### config.mk
export PLATFORM = sky130hd
export DESIGN_NAME = crp_div
export DESIGN_NICKNAME = d
export VERILOG_FILES = /design/src/crp_pkg.sv /design/src/crp_div.sv
export SDC_FILE = /design/constraint.sdc
export NUM_CORES = 2
export LEC_CHECK = 0
export BUFFER_PORTS_ARGS = -buffer_cell sky130_fd_sc_hd__buf_4
export CORE_MARGIN = 8
export CORE_UTILIZATION = 54
export CTS_CLUSTER_DIAMETER = 30
export DETAILED_ROUTE_END_ITERATION = 7
export HOLD_SLACK_MARGIN = 0.1
export PLACE_DENSITY = 0.7
export SYNTH_ARGS = -nofsm -noshare
export SYNTH_HDL_FRONTEND = slang
export SYNTH_SLANG_ARGS = --single-unit
export TNS_END_PERCENT = 20
### constraint.sdc
create_clock -name clk -period 9.2 [get_ports clk]
set_input_delay 2.76 -clock clk [delete_from_list [all_inputs] [get_ports clk]]
set_output_delay 2.76 -clock clk [all_outputs]
set_load 0.03 [all_outputs]
### src/crp_pkg.sv
`timescale 1ns / 1ps
// ----------------------------------------------------------------------------
// crp_pkg
// Types and codes shared by the colour ramp interpolator and its divider.
// ----------------------------------------------------------------------------
package crp_pkg;

  localparam logic OP_WRITE  = 1'b0;
  localparam logic OP_LOOKUP = 1'b1;

  localparam logic CFG_NUM_ENTRIES  = 1'b0;
  localparam logic CFG_INTERP_SHIFT = 1'b1;

  localparam logic [4:0] NUM_ENTRIES_RST  = 5'd2;
  localparam logic [3:0] INTERP_SHIFT_RST = 4'd5;

  // two quotient bits per divider stage over a 32-bit dividend
  localparam int DIV_STAGES = 16;

  typedef struct packed {
    logic               op;
    logic [3:0]         entry_index;
    logic signed [15:0] entry_height;
    logic [7:0]         entry_red;
    logic [7:0]         entry_green;
    logic [7:0]         entry_blue;
    logic signed [15:0] height;
  } in_t;

  typedef struct packed {
    logic [7:0] red;
    logic [7:0] green;
    logic [7:0] blue;
  } out_t;

  typedef struct packed {
    logic [7:0] r;
    logic [7:0] g;
    logic [7:0] b;
  } color_t;

  typedef struct packed {
    logic [15:0] h;
    color_t      c;
  } entry_t;

  // colours and fraction override travelling beside the divider
  typedef struct packed {
    logic   zero;
    color_t lo;
    color_t hi;
  } side_t;

endpackage

### src/crp_div.sv
`timescale 1ns / 1ps
// ----------------------------------------------------------------------------
// crp_div
// Pipelined restoring divider, two quotient bits per stage, low 16 bits of
// the quotient kept, with side data carried alongside.
// ----------------------------------------------------------------------------
module crp_div (
  input  logic                 clk,
  input  logic                 rst,
  input  logic                 en,
  input  logic                 vld,
  input  logic [31:0]          dividend,
  input  logic [15:0]          divisor,
  input  crp_pkg::side_t       side,
  output logic                 quot_vld,
  output logic [15:0]          quot,
  output crp_pkg::side_t       quot_side
);

  localparam int NS = crp_pkg::DIV_STAGES;

  logic                 vld_a  [0:NS];
  logic [15:0]          rem_a  [0:NS];
  logic [31:0]          dvd_a  [0:NS];
  logic [15:0]          q_a    [0:NS];
  logic [15:0]          den_a  [0:NS];
  crp_pkg::side_t       side_a [0:NS];

  function automatic logic [16:0] div_step(input logic [15:0] rem, input logic b,
                                           input logic [15:0] den);
    logic [16:0] t;
    begin
      t = {rem, b};
      if (t >= {1'b0, den}) begin
        div_step = {1'b1, 16'(t - {1'b0, den})};
      end else begin
        div_step = {1'b0, t[15:0]};
      end
    end
  endfunction

  assign vld_a[0]  = vld;
  assign rem_a[0]  = '0;
  assign dvd_a[0]  = dividend;
  assign q_a[0]    = '0;
  assign den_a[0]  = divisor;
  assign side_a[0] = side;

  for (genvar s = 0; s < NS; s++) begin : g_stage
    logic [16:0] st_a;
    logic [16:0] st_b;

    assign st_a = div_step(rem_a[s], dvd_a[s][31], den_a[s]);
    assign st_b = div_step(st_a[15:0], dvd_a[s][30], den_a[s]);

    always_ff @(posedge clk) begin
      if (rst) begin
        vld_a[s+1] <= 1'b0;
      end else if (en) begin
        vld_a[s+1] <= vld_a[s];
      end
    end

    always_ff @(posedge clk) begin
      if (en) begin
        rem_a[s+1]  <= st_b[15:0];
        dvd_a[s+1]  <= {dvd_a[s][29:0], 2'b00};
        q_a[s+1]    <= {q_a[s][13:0], st_a[16], st_b[16]};
        den_a[s+1]  <= den_a[s];
        side_a[s+1] <= side_a[s];
      end
    end
  end

  assign quot_vld  = vld_a[NS];
  assign quot      = q_a[NS];
  assign quot_side = side_a[NS];

endmodule

Word level (Yosys, flattened, before mapping)

Index checks and enable logic that the tools add are counted.

Add/sub/neg operators: 32
Mux-type cells: 32
$lt $le $gt $ge: 32

Operators by type and width:

| kind                                                           | number |
|---|---|
| 17-bit by 16-bit greater-or-equal comparator with 1-bit output | 31 |
| 17-bit two-way mux                                             | 30 |
| 16-bit subtractor                                              | 31 |
| 16-bit two-way mux                                             | 2 |
| 1-bit by 16-bit greater-or-equal comparator with 1-bit output  | 1 |
| 1-bit by 16-bit subtractor with 16-bit output                  | 1 |

Logic and storage cells: 277
Bits in registers: 1592
Output and inout port bits: 66

Depth between registers and ports, before layout

Depth after elaboration: 4
Depth in mapped cells: 24
Depth with buffers taken out: 21

Worst setup path before layout

OpenSTA, ideal clock, no wires.

Path type: input to register
From: input dividend[31]
To: register rem_a[249] in the netlist's numbering, data pin
Required time: 8.931 ns
Setup slack: 2.684 ns
Path buffers: 4
Arrival time: 6.248 ns
Stages: 21
Cells stage by stage: inv_1 > ha_1 > inv_1 > ha_1 > buf_1 > a21oi_1 > or2_2 > clkbuf_1 > a21oi_1 > inv_1 > ha_1 > nor2b_1 > o21ai_0 > a21oi_1 > o21ai_0 > nand2b_1 > a21oi_1 > o311a_1 > clkbuf_1 > clkbuf_1 > o21ai_0

Longest elaborated chain between the ends: 4
Elaborated cells on any way between the ends: 6
Those cells by class: 2 x add/sub; 2 x order compare; 2 x mux

Ends and longest elaborated chain:

| element                                                                                                                               | RTL line                     | RTL |
|---|---|---|
| from (decl)                                                                                                                           | crp_div.sv:12                | `input logic [31:0] dividend,` |
| 1-bit by 16-bit subtractor with 16-bit output / 1-bit by 16-bit greater-or-equal comparator with 1-bit output (equally long branches) | crp_div.sv:35, crp_div.sv:34 |  |
| 17-bit two-way mux (*)                                                                                                                | crp_div.sv:34                | `if (t >= {1'b0, den}) begin` |
| 16-bit subtractor / 17-bit by 16-bit greater-or-equal comparator with 1-bit output (equally long branches)                            | crp_div.sv:35, crp_div.sv:34 |  |
| 17-bit two-way mux (*)                                                                                                                | crp_div.sv:34                |  |
| via g_stage[0].st_b[9]                                                                                                                | crp_div.sv:51                | `logic [16:0] st_b;` |
| to (signal, indexed assignment)                                                                                                       | crp_div.sv:66                | `rem_a[s+1] <= st_b[15:0];` |
| to (decl)                                                                                                                             | crp_div.sv:23                | `logic [15:0] rem_a [0:NS];` |

Mark *: on every way through the listed nets, which the timed path passes. The rest lies on a longest branch.
A chain may end at the register's enable or synchronous reset.

Worst setup path in the final report

From: input dividend[31]
To: register rem_a[242] in the netlist's numbering, data pin

The elaborated chain is that of the path after synthesis.

==> impl_metrics.ini <==
[global_routing]
grt_util_met1_pct = 24.7
antenna_found_initial = 0
grt.met2_usage_pct = 30.0
busiest_layer = met2
grtUsageMet3_pct = 3.15
grt_util_all_layers_pct = 18.4
grt-ovfl-total = 0
grt_pass1_wl_mm = 229
grt_max_degree = 186
grt_pass1_vias = 44400

[placement]
portBuffers = 166
dpl.hpwl_mm = 98.1
gp_congestion = 0.863

[min_path]
holdCritStartpoint = side_a[446]
min_path_cells = 0
hold_end = side_a[397]
hold_class = reg2reg

[sta]
final_max_slew_viol_count = 0
setup_viol = 0
clock_skew_ns = 0.0839
worstMarginPinSlew_ns = 1.21
period_minus_slack_ns = 6.45
final.setup.tns_ns = 0
max_clock_freq_mhz = 155
hold_viol_final = 0
rsz0062_at_grt = false
max_slew_margin_pct = 18.8
timing.final.crit_share_pct = 70.1

[setup_path]
crit_type = in2reg
r2r-end = rem_a[17]
r2r_cells = 17
worst-r2r-setup-slack_ns = 2.90
worst_setup_path_end_kind = register
critical_path.slowest_cell = o311a_1
max_stage_delay_ns = 0.63
cpMostUsedCell = a21oi_1
cp_max_fo = 17
crit_arrival_ns = 7.07
startpoint_type = input pin
crit_chain = buf_4 -> inv_1 -> ha_1 -> inv_1 -> ha_1 -> a21oi_1 -> or2_2 -> a21oi_1 -> inv_1 -> ha_1 -> nor2b_1 -> o21ai_0 -> a21oi_1 -> o21ai_0 -> nand2b_1 -> a21oi_1 -> o311a_1 -> mux2_2
crit_required_ns = 9.82
r2r-start = den_a[33]

[die]
pin_count = 167
die_h_um = 391
num_rows = 137
core_area_um2 = 140000
initial_core_util_pct = 54.4
fp.dieW_um = 391
die_area_um2 = 153000

[routing]
via_per_inst = 5.48
drt-total-wl_mm = 143
drcViolationCount = 0
detail_route.first_pass.iterations = 5
wl_per_cell_um = 17.8
antenna_left = 0
routed-via-count = 44000
drtIter0Drc = 2940

[logic_synthesis]
synth_seq_cells = 1592
synth-edff-count = 1576
yosysWarnings = 0
syn-instance-count = 5532
yosysUniqueCellTypes = 84
synthTopCellsByCount = edfxtp_1 (1576), ha_1 (498), inv_1 (403)
synth_top_area_cell = edfxtp_1
synthTopCellsByArea = edfxtp_1 (62%), ha_1 (8.2%), mux2_2 (4.0%)
synthFlopType = edfxtp_1
async_reset_ff_share_pct = 0
synth_nets = 6161
synth.yosys.seq_area_share_pct = 62.8
synth.most_common_cell = edfxtp_1
syn_area_um2 = 75900
synth.top_cell.area_share_pct = 62.3
avgSynthCellArea_um2 = 13.7

[flow_run]
drv_cap = 0

[clock_tree]
cts_made_buffers = 331
cts.sinks = 1592
tritoncts = done
clk_pin_slew_ns = 0.05
cts_hold_buf = 0
post_cts_resized = 0
insertion_delay_ns = 0.88
ctsLongestPathBuffers = 4
htree_levels = 5
clockRootBuffer = clkbuf_16
post_cts_buffers = 0

[cells_and_area]
n_antenna_cell = 0
multiInputGateArea_um2 = 26000
area_delta_synth_final_pct = 18.6
nNetsFinal = 6551
drive_gt1_share_pct = 16.8
register_area_um2 = 47600
fillCellCount = 10200

[status]
status = finished clean
==> flip-flops by register name, summed over array words and instances (netlist names) <==
name and count:
den_a 240, side_a 735, quot_side 49, vld_a 15, q_a 56, quot 16
quot_vld 1, dvd_a 240, rem_a 240
==> routing by layer <==
layer	up-vias	wire (um)	share of wire (%)
li1	21700	-	-
met1	21000	65100	45
met2	1024	67300	47
met3	322	6040	4.2
met4	0	4680	3.3
met5	-	0	0
==> worst max-delay path, delay by kind of cell <==
family | cells | cell delay, ns
AO/OA/AOI/OAI | 7 | 1.93
buffers and inverters | 4 | 0.35
multiplexers | 1 | 0.40
adder cells (fa/ha/maj) | 3 | 0.86
AND/OR/NAND/NOR | 3 | 0.74
==> cells by family after synthesis <==
logic type | count (synthesis) | share of synthesized area (%)
adder cells (fa/ha/maj) | 528 | 9.00
XOR/XNOR | 350 | 4.04
AO/OA/AOI/OAI | 1150 | 9.79
AND/OR/NAND/NOR | 1043 | 6.52
buffers and inverters | 539 | 3.04
multiplexers | 330 | 4.86
flip-flops | 1592 | 62.8
==> how the worst max path moves through the flow <==
| stage | from | end | slack, ns | cells past startpoint |
|---|---|---|---|---|
| floorplan | dividend[31] | rem_a[249] | 2.68 | 21 |
| global placement | dividend[31] | rem_a[242] | 1.85 | 18 |
| detailed placement | dividend[31] | rem_a[242] | 1.85 | 18 |
| CTS | dividend[31] | rem_a[249] | 2.78 | 19 |
| global route | dividend[31] | rem_a[251] | 2.30 | 19 |
| finish | dividend[31] | rem_a[242] | 2.75 | 18 |
==> layout make-up <==
cell class                 count  share of cell area, %
sequential                  1592                   52.9
multi-input combinational   3401                   28.9
clock buffer                 352                   9.38
clock inverter               227                   2.76
tap                         1876                   2.61
timing repair buffer         191                   1.77
inverter                     405                   1.69
==> through the flow <==
step                      hold slack, ns  std cells  instance area, um^2  util (%)  setup slack, ns
final                              0.360       8044                90000      64.5             2.75
after global placement             0.400       7465                79100      56.7             1.85
after CTS                          0.360       8044                90000      64.5             2.78
after detailed placement           0.405       7465                79100      56.7             1.85
after floorplan                    0.400       5532                75900         -             2.68
after global routing               0.357       8044                90000      64.5             2.30
==> cells in the final DEF (no fill, tap or decap), types with 49 or more instances in the layout <==
master and count:
edfxtp_1 1576, ha_1 498, inv_1 403, clkbuf_16 335, a21oi_1 334, nor2_1 327
mux2_2 272, nand2_1 253, xnor2_1 242, o21ai_0 235, buf_4 179, a21o_1 125
xor2_1 108, o21a_1 89, nor3_1 84, nand3_1 79, nand4_1 66, nor2b_1 61
clkinv_2 57, o21bai_1 53, a31oi_1 49
Power is left out: the tool's default activity adds up to more than one toggle a clock period on the data nets, which glitch-free logic cannot reach.
